[config.mk]
export PLATFORM = sky130hd
export DESIGN_NAME = dq_ctrl
export DESIGN_NICKNAME = d
export VERILOG_FILES = /design/src/rtl/dq_pkg.sv /design/src/rtl/dq_ctrl.sv
export SDC_FILE = /design/constraint.sdc
export NUM_CORES = 1
export LEC_CHECK = 0
export BUFFER_PORTS_ARGS = -buffer_cell sky130_fd_sc_hd__buf_2
export CORE_UTILIZATION = 45
export CTS_BUF_LIST = sky130_fd_sc_hd__clkbuf_4
export CTS_CLUSTER_SIZE = 25
export DETAILED_ROUTE_END_ITERATION = 6
export GPL_TIMING_DRIVEN = 0
export PLACE_DENSITY = 0.84
export SYNTH_ARGS = -nofsm -noshare
export SYNTH_HDL_FRONTEND = slang
export SYNTH_SLANG_ARGS = --single-unit
[constraint.sdc]
create_clock -name aclk -period 4.9 [get_ports aclk]
set_clock_uncertainty 0.05 [all_clocks]
set_input_delay 0.735 -clock aclk [delete_from_list [all_inputs] [get_ports aclk]]
set_output_delay 0.735 -clock aclk [all_outputs]
set_load 0.02 [all_outputs]
[src/rtl/dq_pkg.sv]
// ============================================================================
// dq_pkg
// Shared types and constants of the double-ended queue: operation codes,
// the word format and the flags that travel with a result.
// ============================================================================
package dq_pkg;

    localparam int WORD_W = 32;
    localparam int MODE_W = 3;

    // Value reported where no word exists (pop on empty, front or back of empty).
    localparam logic signed [WORD_W-1:0] NONE_WORD = -32'sd1;

    typedef enum logic [MODE_W-1:0] {
        MODE_PUSH_FRONT = 3'd0,
        MODE_PUSH_BACK  = 3'd1,
        MODE_POP_FRONT  = 3'd2,
        MODE_POP_BACK   = 3'd3,
        MODE_QUERY      = 3'd4
    } dq_mode_t;

    typedef struct packed {
        logic pop_valid;
        logic push_dropped;
        logic is_empty;
    } dq_flags_t;

endpackage

[src/rtl/dq_ctrl.sv]
// ============================================================================
// dq_ctrl
// Pointer and count bookkeeping of the queue. Applies one operation, writes
// the pushed word, then reads the new front and back words from the ring.
// ============================================================================
module dq_ctrl #(
    parameter int DEPTH = 1024
) (
    input  logic                                  aclk,
    input  logic                                  aresetn,
    // operation beat
    input  logic                                  op_valid,
    output logic                                  op_ready,
    input  logic [dq_pkg::MODE_W-1:0]             op_mode,
    input  logic signed [dq_pkg::WORD_W-1:0]      op_value,
    // ring port
    output logic                                  wr_en,
    output logic [$clog2(DEPTH)-1:0]              wr_addr,
    output logic signed [dq_pkg::WORD_W-1:0]      wr_data,
    output logic                                  rd_en,
    output logic [$clog2(DEPTH)-1:0]              rd_addr_a,
    output logic [$clog2(DEPTH)-1:0]              rd_addr_b,
    input  logic signed [dq_pkg::WORD_W-1:0]      rd_data_a,
    input  logic signed [dq_pkg::WORD_W-1:0]      rd_data_b,
    // result beat
    output logic                                  res_valid,
    input  logic                                  res_ready,
    output logic signed [dq_pkg::WORD_W-1:0]      res_popped,
    output logic [$clog2(DEPTH+1)-1:0]            res_count,
    output logic signed [dq_pkg::WORD_W-1:0]      res_front,
    output logic signed [dq_pkg::WORD_W-1:0]      res_back,
    output dq_pkg::dq_flags_t                     res_flags
);

    localparam int AW = $clog2(DEPTH);
    localparam int CW = $clog2(DEPTH + 1);

    typedef enum logic [1:0] {
        ST_IDLE,
        ST_READ,
        ST_CAPT
    } state_t;

    state_t                         state_reg, state_next;
    logic [AW-1:0]                  head_reg, head_next;
    logic [CW-1:0]                  count_reg, count_next;
    logic signed [dq_pkg::WORD_W-1:0] front_reg, front_next;
    logic signed [dq_pkg::WORD_W-1:0] back_reg, back_next;
    logic signed [dq_pkg::WORD_W-1:0] popped_reg, popped_next;
    logic                           pop_valid_reg, pop_valid_next;
    logic                           dropped_reg, dropped_next;

    logic [CW:0]                    end_sum;
    logic [AW-1:0]                  end_slot;
    logic [AW-1:0]                  tail_slot;
    logic [AW-1:0]                  head_dec;
    logic [AW-1:0]                  head_inc;
    logic                           is_full;
    logic                           is_zero;
    logic                           op_accept;

    // The slot just past the back word; head + count stays below twice DEPTH.
    assign end_sum   = (CW+1)'(head_reg) + (CW+1)'(count_reg);
    assign end_slot  = (end_sum >= (CW+1)'(DEPTH)) ? AW'(end_sum - (CW+1)'(DEPTH))
                                                   : AW'(end_sum);
    assign tail_slot = (end_slot == '0) ? AW'(DEPTH - 1) : end_slot - 1'b1;
    assign head_dec  = (head_reg == '0) ? AW'(DEPTH - 1) : head_reg - 1'b1;
    assign head_inc  = (head_reg == AW'(DEPTH - 1)) ? '0 : head_reg + 1'b1;
    assign is_full   = (count_reg == CW'(DEPTH));
    assign is_zero   = (count_reg == '0);

    assign op_ready  = (state_reg == ST_IDLE);
    assign op_accept = op_valid && op_ready;

    always_comb begin
        state_next     = state_reg;
        head_next      = head_reg;
        count_next     = count_reg;
        front_next     = front_reg;
        back_next      = back_reg;
        popped_next    = popped_reg;
        pop_valid_next = pop_valid_reg;
        dropped_next   = dropped_reg;
        wr_en          = 1'b0;
        wr_addr        = end_slot;
        wr_data        = op_value;
        rd_en          = 1'b0;
        rd_addr_a      = head_reg;
        rd_addr_b      = tail_slot;

        case (state_reg)
            ST_IDLE: begin
                if (op_valid) begin
                    popped_next    = dq_pkg::NONE_WORD;
                    pop_valid_next = 1'b0;
                    dropped_next   = 1'b0;
                    state_next     = ST_READ;
                    case (op_mode)
                        dq_pkg::MODE_PUSH_FRONT: begin
                            if (is_full) begin
                                dropped_next = 1'b1;
                            end else begin
                                wr_en      = 1'b1;
                                wr_addr    = head_dec;
                                head_next  = head_dec;
                                count_next = count_reg + 1'b1;
                            end
                        end
                        dq_pkg::MODE_PUSH_BACK: begin
                            if (is_full) begin
                                dropped_next = 1'b1;
                            end else begin
                                wr_en      = 1'b1;
                                count_next = count_reg + 1'b1;
                            end
                        end
                        dq_pkg::MODE_POP_FRONT: begin
                            if (!is_zero) begin
                                popped_next    = front_reg;
                                pop_valid_next = 1'b1;
                                head_next      = head_inc;
                                count_next     = count_reg - 1'b1;
                            end
                        end
                        dq_pkg::MODE_POP_BACK: begin
                            if (!is_zero) begin
                                popped_next    = back_reg;
                                pop_valid_next = 1'b1;
                                count_next     = count_reg - 1'b1;
                            end
                        end
                        default: begin
                        end
                    endcase
                end
            end
            ST_READ: begin
                rd_en      = 1'b1;
                state_next = ST_CAPT;
            end
            ST_CAPT: begin
                if (res_ready) begin
                    front_next = res_front;
                    back_next  = res_back;
                    state_next = ST_IDLE;
                end
            end
            default: begin
                state_next = ST_IDLE;
            end
        endcase
    end

    assign res_valid              = (state_reg == ST_CAPT);
    assign res_popped             = popped_reg;
    assign res_count              = count_reg;
    assign res_front              = is_zero ? dq_pkg::NONE_WORD : rd_data_a;
    assign res_back               = is_zero ? dq_pkg::NONE_WORD : rd_data_b;
    assign res_flags.pop_valid    = pop_valid_reg;
    assign res_flags.push_dropped = dropped_reg;
    assign res_flags.is_empty     = is_zero;

    always_ff @(posedge aclk) begin
        front_reg     <= front_next;
        back_reg      <= back_next;
        popped_reg    <= popped_next;
        pop_valid_reg <= pop_valid_next;
        dropped_reg   <= dropped_next;
        if (!aresetn) begin
            state_reg <= ST_IDLE;
            head_reg  <= '0;
            count_reg <= '0;
        end else begin
            state_reg <= state_next;
            head_reg  <= head_next;
            count_reg <= count_next;
        end
    end

    // The ring never holds more than DEPTH words and the head stays in range.
    a_count_bound: assert property (@(posedge aclk) disable iff (!aresetn)
        count_reg <= CW'(DEPTH))
        else $error("entry count exceeds depth");

    a_head_bound: assert property (@(posedge aclk) disable iff (!aresetn)
        head_reg <= AW'(DEPTH - 1))
        else $error("head index out of range");

    // Pointer state moves only when an operation is taken.
    a_count_moves_on_accept: assert property (@(posedge aclk) disable iff (!aresetn)
        !op_accept |=> count_reg == $past(count_reg) && head_reg == $past(head_reg))
        else $error("queue state changed without an operation");

    // A single operation cannot both pop a word and refuse a push.
    a_flags_exclusive: assert property (@(posedge aclk) disable iff (!aresetn)
        res_valid |-> !(res_flags.pop_valid && res_flags.push_dropped))
        else $error("pop and dropped push reported together");

    // Every taken operation passes through the ring read before its result.
    a_read_after_accept: assert property (@(posedge aclk) disable iff (!aresetn)
        op_accept |=> rd_en ##1 res_valid)
        else $error("operation skipped the ring read");

endmodule

Word-level counts from Yosys, hierarchy flattened
Index checks and enable logic that the tools add are counted.
{"block": "op_classes", "n_addsub": 7, "magnitude_cmp": 1, "eq_ne": 13, "n_mux": 29, "n_reduce_logical": 14}
{"op": "two-way mux 32 bit", "count": 4}
{"op": "two-way mux 10 bit", "count": 10}
{"op": "one-hot mux 32 bit (2 select lines)", "count": 1}
{"op": "subtractor 10 x 1 -> 10 bit (second input constant)", "count": 3}
{"op": "two-way mux 11 bit", "count": 2}
{"op": "one-hot mux 11 bit (2 select lines)", "count": 1}
{"op": "zero test 10 bit", "count": 2}
{"op": "one-hot mux 10 bit (2 select lines)", "count": 1}
{"op": "adder 10 x 11 -> 12 bit", "count": 1}
{"op": "greater-or-equal comparator 12 x 11 -> 1 bit (second input constant)", "count": 1}
{"op": "adder 11 x 1 -> 11 bit (second input constant)", "count": 1}
{"op": "== test 11 bit (second input constant)", "count": 1}
{"op": "zero test 11 bit", "count": 1}
{"op": "subtractor 11 x 1 -> 11 bit (second input constant)", "count": 1}
{"op": "adder 10 x 1 -> 10 bit (second input constant)", "count": 1}
{"op": "== test 10 bit (second input constant)", "count": 1}
{"op": "inequality test 2 bit (second input constant)", "count": 5}
{"op": "AND reduction 5 bit", "count": 2}
{"op": "two-way mux 1 bit", "count": 7}
{"op": "== test 3 x 2 -> 1 bit (second input constant)", "count": 2}
{"op": "one-hot mux 2 bit (3 select lines)", "count": 1}
{"op": "AND reduction 2 bit", "count": 3}
{"op": "two-way mux 2 bit", "count": 2}
{"op": "nonzero test 2 bit", "count": 2}
{"op": "7 further kinds", "count": 8}
{"block": "word_totals", "register_bits": 121, "input_bits": 103, "output_inout_bits": 176, "wordCells": 72}

Longest topological paths before layout
Gate-level depths: netlist of the first run.
{"block": "logic_depth", "ltp_word": 7, "depth_mapped": 10, "depth_no_buf": 9}

Worst setup path before layout of the first run
No wires, ideal clock.
{"block": "synth_path", "path_type": "register to output", "start": "reg head_reg[0], in the netlist rd_addr_a[0]", "end": "out rd_addr_b[7]", "t_arrival_ns": 2.632, "t_required_ns": 4.115, "slack_ns": 1.483, "path_stages_with_launch": 9, "path_buffers": 0, "cell_sequence": "dfxtp_1 > ha_1 > fa_1 > a21o_1 > a21oi_1 > xnor2_1 > nor3_1 > nand3_1 > a311oi_1"}
{"block": "synth_between", "elab_chain_cells": 5, "word_cells_on_any_way": 7, "classes_between": "3 x add/sub; 1 x order compare; 2 x mux; 1 x reduce/logical"}
{"item": "from (decl)", "line": "dq_ctrl.sv:45", "rtl": "logic [AW-1:0] head_reg, head_next;"}
{"item": "from (signal assigned)", "line": "dq_ctrl.sv:175", "rtl": "head_reg <= head_next;"}
{"item": "adder 10 x 11 -> 12 bit *", "line": "dq_ctrl.sv:63", "rtl": "assign end_sum = (CW+1)'(head_reg) + (CW+1)'(count_reg);"}
{"item": "subtractor 10 x 1 -> 10 bit or greater-or-equal comparator 12 x 11 -> 1 bit (tied branches)", "line": "dq_ctrl.sv:64", "rtl": "assign end_slot = (end_sum >= (CW+1)'(DEPTH)) ? AW'(end_sum - (CW+1)'(DEPTH))"}
{"item": "two-way mux 10 bit *", "line": "dq_ctrl.sv:64"}
{"item": "subtractor 10 x 1 -> 10 bit or zero test 10 bit (tied branches)", "line": "dq_ctrl.sv:66", "rtl": "assign tail_slot = (end_slot == '0) ? AW'(DEPTH - 1) : end_slot - 1'b1;"}
{"item": "two-way mux 10 bit *", "line": "dq_ctrl.sv:66"}
{"item": "to (decl)", "line": "dq_ctrl.sv:22", "rtl": "output logic [$clog2(DEPTH)-1:0] rd_addr_b,"}
Every way passes the cells marked *; elsewhere a longest branch is shown, timed or not.

Worst setup path in the final report of the first run
{"block": "layout_path", "start": "reg count_reg[0], in the netlist res_count[0]", "end": "out rd_addr_b[6]"}
{"block": "layout_between", "elab_chain_cells": 5, "word_cells_on_any_way": 7, "classes_between": "3 x add/sub; 1 x order compare; 2 x mux; 1 x reduce/logical"}
{"item": "from (decl)", "line": "dq_ctrl.sv:46", "rtl": "logic [CW-1:0] count_reg, count_next;"}
{"item": "from (signal assigned)", "line": "dq_ctrl.sv:176", "rtl": "count_reg <= count_next;"}
{"item": "adder 10 x 11 -> 12 bit *", "line": "dq_ctrl.sv:63"}
{"item": "subtractor 10 x 1 -> 10 bit or greater-or-equal comparator 12 x 11 -> 1 bit (tied branches)", "line": "dq_ctrl.sv:64"}
{"item": "two-way mux 10 bit *", "line": "dq_ctrl.sv:64"}
{"item": "subtractor 10 x 1 -> 10 bit or zero test 10 bit (tied branches)", "line": "dq_ctrl.sv:66"}
{"item": "two-way mux 10 bit *", "line": "dq_ctrl.sv:66"}
Marks and branches as above.

==> qor.csv, run 1 <==
metric;value;unit
synth-edff-count;98;
whs;0.4395;ns
crit_path_max_incr_delay;0.42;ns
slew_headroom;0.4141;
grt_pass1_wl;27.48;mm
drtPass1Iterations;4;
design.core.area;14590;sq um
cts_setup_buffers;0;
fp.dieW;124.6;microns
worstMarginPinSlew;0.8788;ns
io_buffers;244;
mostFrequentLayoutCells;252 x buf_2, 98 x edfxtp_1, 67 x nand2b_1;
finalCritPeriodShare;0.8245;
worstSetupPathType;flop to primary output;
setup_tns;0;ns
cp-end-kind;primary output;
io_pins;279;
synth-seq-cells;121;
seqPwrFrac;0.408;
synth_area_leaders;edfxtp_1 43%, dfxtp_1 6.8%, nand2b_1 6.2%;
power.density;342.3;nW/um^2
drive_gt1_frac;0.3658;
drv_cap;0;
totalWireLength;17.64;mm
drc;0;
netSwitchingFraction;0.3620;
place_area;8242;sq um
pre_cts_slack;1.376;ns
nets;1027;
critPathSlowestCell;fa_1;
clock_latency;0.50;ns
synth_ff_type;edfxtp_1;
gp_congestion;0.9195;
synth_cell_type_count;66;
crit_family;compound AO/OA/AOI/OAI gates;
worstPathRequired;4.12;ns
crit_buf_inv;1;
dp_hpwl;13.50;mm
fmax;247.5;MHz
ctsResizeCount;0;
rows;44;
final_cell_area;8557;sq um
setup_viol;0;
syn2layout_area_growth;26.44;%
slew_violations;0;
rsz0062_at_grt;false;
netlist_area;6768;sq um
viasPerCell;5.282;
status;complete, no violations;
ctsRootBufferMaster;clkbuf_4;
cts_tree;done;
cts_buffer_depth;2;
synth_nets;763;
ant_nets;0;
antenna_found_initial;1;
p_total;2.929;mW
yosys.area.top_type_share;0.4348;
critPathMaxFanout;9;
die_h;124.6;microns
clock_power_share;0.261;
arrival;3.26;ns
crit_cells;9;
p_comb_frac;0.331;
grt_use_total;0.2261;
final_common_cell;buf_2;
holdPathStages;2;
critPathLaunchType;flop;
overflow;0;
min_path_type;primary input to flop;
clock-sinks;121;
synth_cells;636;
peakVddDrop;236.0;uV
yosysWarnings;0;
synth_seq_area_share;0.5029;
ff2ff_path_depth;8;
post-route-min-period;4.040;ns
cts_hold_buf;0;
p_int;1.869;mW
leakagePower;3.609;nW
drt_iter0_drc;296;
grt_max_degree;37;
syn_avg_cell_area;10.64;sq um
die_area;15530;sq um
async_flop_share;0;
setup_slack;0.8599;ns
p_switching;1.060;mW
crit_chain;ha_1, fa_1, a21o_1, a221oi_1, o21bai_1, a21boi_1, nand3_2, o211ai_1, buf_2;
wl_per_cell;16.07;microns
clk_pin_slew;0.11;ns
initial_core_util;0.4639;
cts_made_buffers;17;
first_global_vias;5333;
hold_viol_final;0;
cts_htree_levels;4;
dr_total_vias;5800;
yosysTopAreaCell;edfxtp_1;
metal layers:
metal / vias up / track usage / wire length, microns
met2: 250 / 0.3942 / 9021
met1: 2716 / 0.2753 / 7124
li1: 2811 / - / -
met3: 23 / 0.05241 / 1234
met5: - / 0 / 0
met4: 0 / 0.07087 / 263
power by group through the flow:
stage / clock [mW] / sequential, mW / combinational [mW]
global route: 0.828 / 1.20 / 1.05
CTS: 0.779 / 1.20 / 0.970
finish: 0.764 / 1.20 / 0.968
floorplan: 0 / 1.24 / 0.625
global placement: 0 / 1.22 / 0.949
detailed placement: 0 / 1.22 / 0.967
path summary, 6_finish.rpt:
path,start,end,slack [ns]
hold reg to reg,front_reg[6],res_popped[6],0.49
setup / recovery,res_count[0],rd_addr_b[6],0.86
hold / removal,op_valid,state_reg[0],0.44
setup reg to reg,rd_addr_a[0],rd_addr_a[3],2.32
synthesized netlist by cell type, drive strengths merged, types with 10 or more instances:
master,count
nand2b,67
a21o,10
ha,22
nor2,27
nand2,66
inv,13
dfxtp,23
xor2,11
clkbuf,23
nand3,12
edfxtp,98
buf,46
a21oi,26
xnor2,10
o21ai,27
mux2i,34
nor3,12
area by class of cell:
| cell class | instances | area [sq um] |
|---|---|---|
| multi-input combinational | 433 | 2907 |
| inverter | 13 | 48.80 |
| clock buffer | 19 | 142.6 |
| buffer | 69 | 411.6 |
| tap | 184 | 230.2 |
| antenna | 1 | 2.502 |
| sequential | 121 | 3403 |
| fill | 1222 | 6032 |
| timing repair buffer | 245 | 1241 |
| clock inverter | 13 | 170.2 |
worst reg2reg max path, cell delays in order, from the launching register on:
cell and delay [ns]:
dfxtp_1 0.37, clkbuf_1 0.22, inv_1 0.10, ha_1 0.26, or4b_4 0.52, nor3_1 0.47, o21ai_0 0.18, a21oi_1 0.17
o221a_1 0.19
through the flow:
stage,cells,utilization
after global routing,1098,0.5865
after global placement,1064,0.5634
after detailed placement,1065,0.5649
after floorplan,636,-
after CTS,1097,0.5864
final,1098,0.5865
cells by family (layout without fill, tap and decap cells):
logic type,Yosys count,count (layout),share of synthesized area
xor+xnor,21,21,0.02718
other cells,0,1,0
mux,34,34,0.05029
fa+ha+maj,24,24,0.04659
buf+inv,82,359,0.06803
compound gates,121,121,0.1233
simple gates,233,233,0.1817
flops,121,121,0.5029
No activity file was read; power rests on OpenSTA's default activity.
==> run 2: changes to the inputs <==
Settings changed: ABC_AREA set to 1, PLACE_DENSITY 0.84 to 0.83.
Clock period 4.9 ns to 3.74 ns, I/O delays scaled along.
==> run 2 against run 1 <==
Effect of this change: synthesized cell count rose by 24%; hold slack got worse by 0.18 ns; via count rose by 9.5%; sequential share of layout area fell by 0.92 points; flip-flop and latch count did not move; sequential power rose by 33%; global-route usage rose by 1.7 points; power rose by 36%; core utilization rose by 0.76 points; register-to-register slack got worse by 0.75 ns; worst setup slack got worse by 0.53 ns; highest routed layer unchanged.
==> qor.csv, run 2 <==
metric;value;unit;change
status;complete, no violations;;
leakagePower;4.026;nW;+12%
rrSetupSlack;1.57;ns;-0.75 ns
viasPerCell;5.053;;-4.3%
setup_viol;0;;unchanged
clock-sinks;121;;unchanged
nets;1186;;+15%
mostFrequentLayoutCells;250 x buf_2, 181 x nand2_1, 98 x edfxtp_1;;
critPathSlowestCell;dfxtp_2;;
io_buffers;246;;+0.82%
io_pins;279;;unchanged
die_area;15890;sq um;+2.3%
pre_cts_slack;0.6768;ns;-0.6992 ns
synth_seq_area_share;0.4915;;-0.01136
r2r-end;res_count[6];;
clock_power_share;0.230;;-0.031
crit_buf_inv;3;;+2
cts_made_buffers;17;;unchanged
worstMarginPinSlew;0.8446;ns;-0.03419 ns
ant_nets;0;;unchanged
arrival;2.80;ns;-0.46 ns
synth-edff-count;98;;unchanged
hold_viol_final;0;;unchanged
whs;0.2587;ns;-0.1808 ns
cts_htree_levels;4;;unchanged
peakVddDrop;333.0;uV;+41%
reg2reg_from;res_count[1];;
dp_hpwl;14.67;mm;+8.7%
slew_headroom;0.4351;;+0.02097
ff2ff_path_depth;8;;unchanged
synth_area_leaders;edfxtp_1 43%, nand2_1 9.8%, dfxtp_1 6.6%;;
syn2layout_area_growth;26.60;%;
setup_slack;0.3257;ns;-0.5341 ns
antenna_found_initial;1;;unchanged
rows;44;;unchanged
synth_nets;917;;+20%
worstPathRequired;3.13;ns;-0.99 ns
netSwitchingFraction;0.3856;;+0.02363
p_int;2.446;mW;+31%
holdPathStages;2;;unchanged
synth-seq-cells;121;;unchanged
crit_path_max_incr_delay;0.46;ns;+0.04 ns
crit_family;adder cells;;
clock_latency;0.52;ns;+0.02 ns
synth_cells;790;;+24%
worstSetupPathType;flop to primary output;;
finalCritPeriodShare;0.9129;;
die_h;126.0;microns;+1.1%
yosysWarnings;0;;unchanged
holdPathEnd;back_reg[24];;
ys_top_cells_by_count;181 x nand2_1, 98 x edfxtp_1, 77 x inv_1;;
yosysMostFrequentCell;nand2_1;;
final_common_cell;buf_2;;
crit_chain;ha_2, fa_1, inv_1, ha_1, inv_1, nor2_1, nand3_1, nor2_1, nand2_1, nand2_1, nand3_1, buf_2;;
totalWireLength;18.94;mm;+7.3%
syn_avg_cell_area;8.765;sq um;-18%
clk_pin_slew;0.11;ns;about the same
placed_cells;1224;;+15%
p_switching;1.535;mW;+45%
fmax;292.9;MHz;
wl_per_cell;15.06;microns;-6.2%
cts_buffer_depth;2;;unchanged
min_from;rd_data_b[24];;
drv_cap;0;;unchanged
drive_gt1_frac;0.3881;;+0.02223
yosysTopAreaCell;edfxtp_1;;
power.density;454.2;nW/um^2;+33%
slew_violations;0;;unchanged
cp-end-kind;primary output;;
grt_use_total;0.2429;;+0.01674
p_comb_frac;0.371;;+0.040
design.core.area;14750;sq um;+1.1%
critPathLaunchType;flop;;
critPathMaxFanout;8;;-1
min_path_type;primary input to flop;;
final_cell_area;8766;sq um;+2.4%
initial_core_util;0.4693;;+0.005408
ctsRootBufferMaster;clkbuf_4;;
cts_tree;done;;
rsz0062_at_grt;false;;
grt_pass1_wl;29.81;mm;+8.5%
synth_ff_type;edfxtp_1;;
fp.dieW;126.0;microns;+1.1%
drtPass1Iterations;5;;+1
post-route-min-period;3.414;ns;
seqPwrFrac;0.400;;-0.008
drt_iter0_drc;335;;+13%
place_area;8482;sq um;+2.9%
synth_cell_type_count;38;;-42%
cts_setup_buffers;0;;unchanged
drc;0;;unchanged
async_flop_share;0;;unchanged
dr_total_vias;6352;;+9.5%
yosys.area.top_type_share;0.4250;;-0.009822
stdcell_count;1257;;+14%
overflow;0;;unchanged
first_global_vias;5885;;+10%
p_total;3.982;mW;+36%
gp_congestion;0.9091;;-1.1%
grt_max_degree;25;;-32%
cts_hold_buf;0;;unchanged
netlist_area;6924;sq um;+2.3%
run 2: per-stage QoR:
| step | util | TNS [ns] |
|---|---|---|
| final | 0.5941 | 0 |
| after global routing | 0.5941 | 0 |
| after CTS | 0.5936 | 0 |
| after detailed placement | 0.5749 | 0 |
| after global placement | 0.5687 | -45.82 |
| after floorplan | - | 0 |
run 2: worst max path at each step:
| stage | end | cells past startpoint | startpoint | slack, ns |
|---|---|---|---|---|
| final | rd_addr_b[8] | 12 | res_count[0] | 0.33 |
| after global routing | rd_addr_b[9] | 11 | res_count[0] | 0.02 |
| after CTS | rd_addr_b[8] | 12 | res_count[0] | 0.07 |
| after detailed placement | rd_addr_b[8] | 12 | res_count[0] | 0.68 |
| after global placement | back_reg[10] | 3 | res_ready | -0.72 |
| after floorplan | back_reg[0] | 2 | res_ready | 0.16 |
run 2: area by class of cell:
type                       instances  area [sq um]
clock inverter                    15         148.9
sequential                       121          3406
fill                            1278          5988
clock buffer                      17         127.6
inverter                          81         306.5
tap                              184         230.2
multi-input combinational        529          2835
timing repair buffer             250          1316
buffer                            59         392.9
antenna                            1         2.502
run 2: cells by family after synthesis:
group / share of synthesized area
AND/OR/NAND/NOR: 0.2606
buffers and inverters: 0.1010
flip-flops: 0.4915
AO/OA/AOI/OAI: 0.08746
adder cells (fa/ha/maj): 0.04554
XOR/XNOR: 0.01392
run 2: timing repair:
item | 4_1_cts | 5_1_grt
endpoints found under the hold margin | 0 | 0
gates resized for setup | 0 | 3
setup endpoints to repair | 0 | 10
run 2: per-layer routing:
metal	global-route usage	vias up	routed length, microns
li1	-	3161	-
met1	0.3021	2884	7813
met2	0.4251	288	9668
met3	0.05225	19	1197
met4	0.06662	0	256
met5	0	-	0
run 2: power groups by stage:
stage | clock network [mW] | registers, mW | logic [mW]
3_5_place_dp | 0 | 1.62 | 1.47
2_1_floorplan | 0 | 1.65 | 0.951
3_3_place_gp | 0 | 1.62 | 1.44
4_1_cts | 0.938 | 1.59 | 1.48
5_1_grt | 0.999 | 1.60 | 1.60
6_report | 0.915 | 1.59 | 1.48
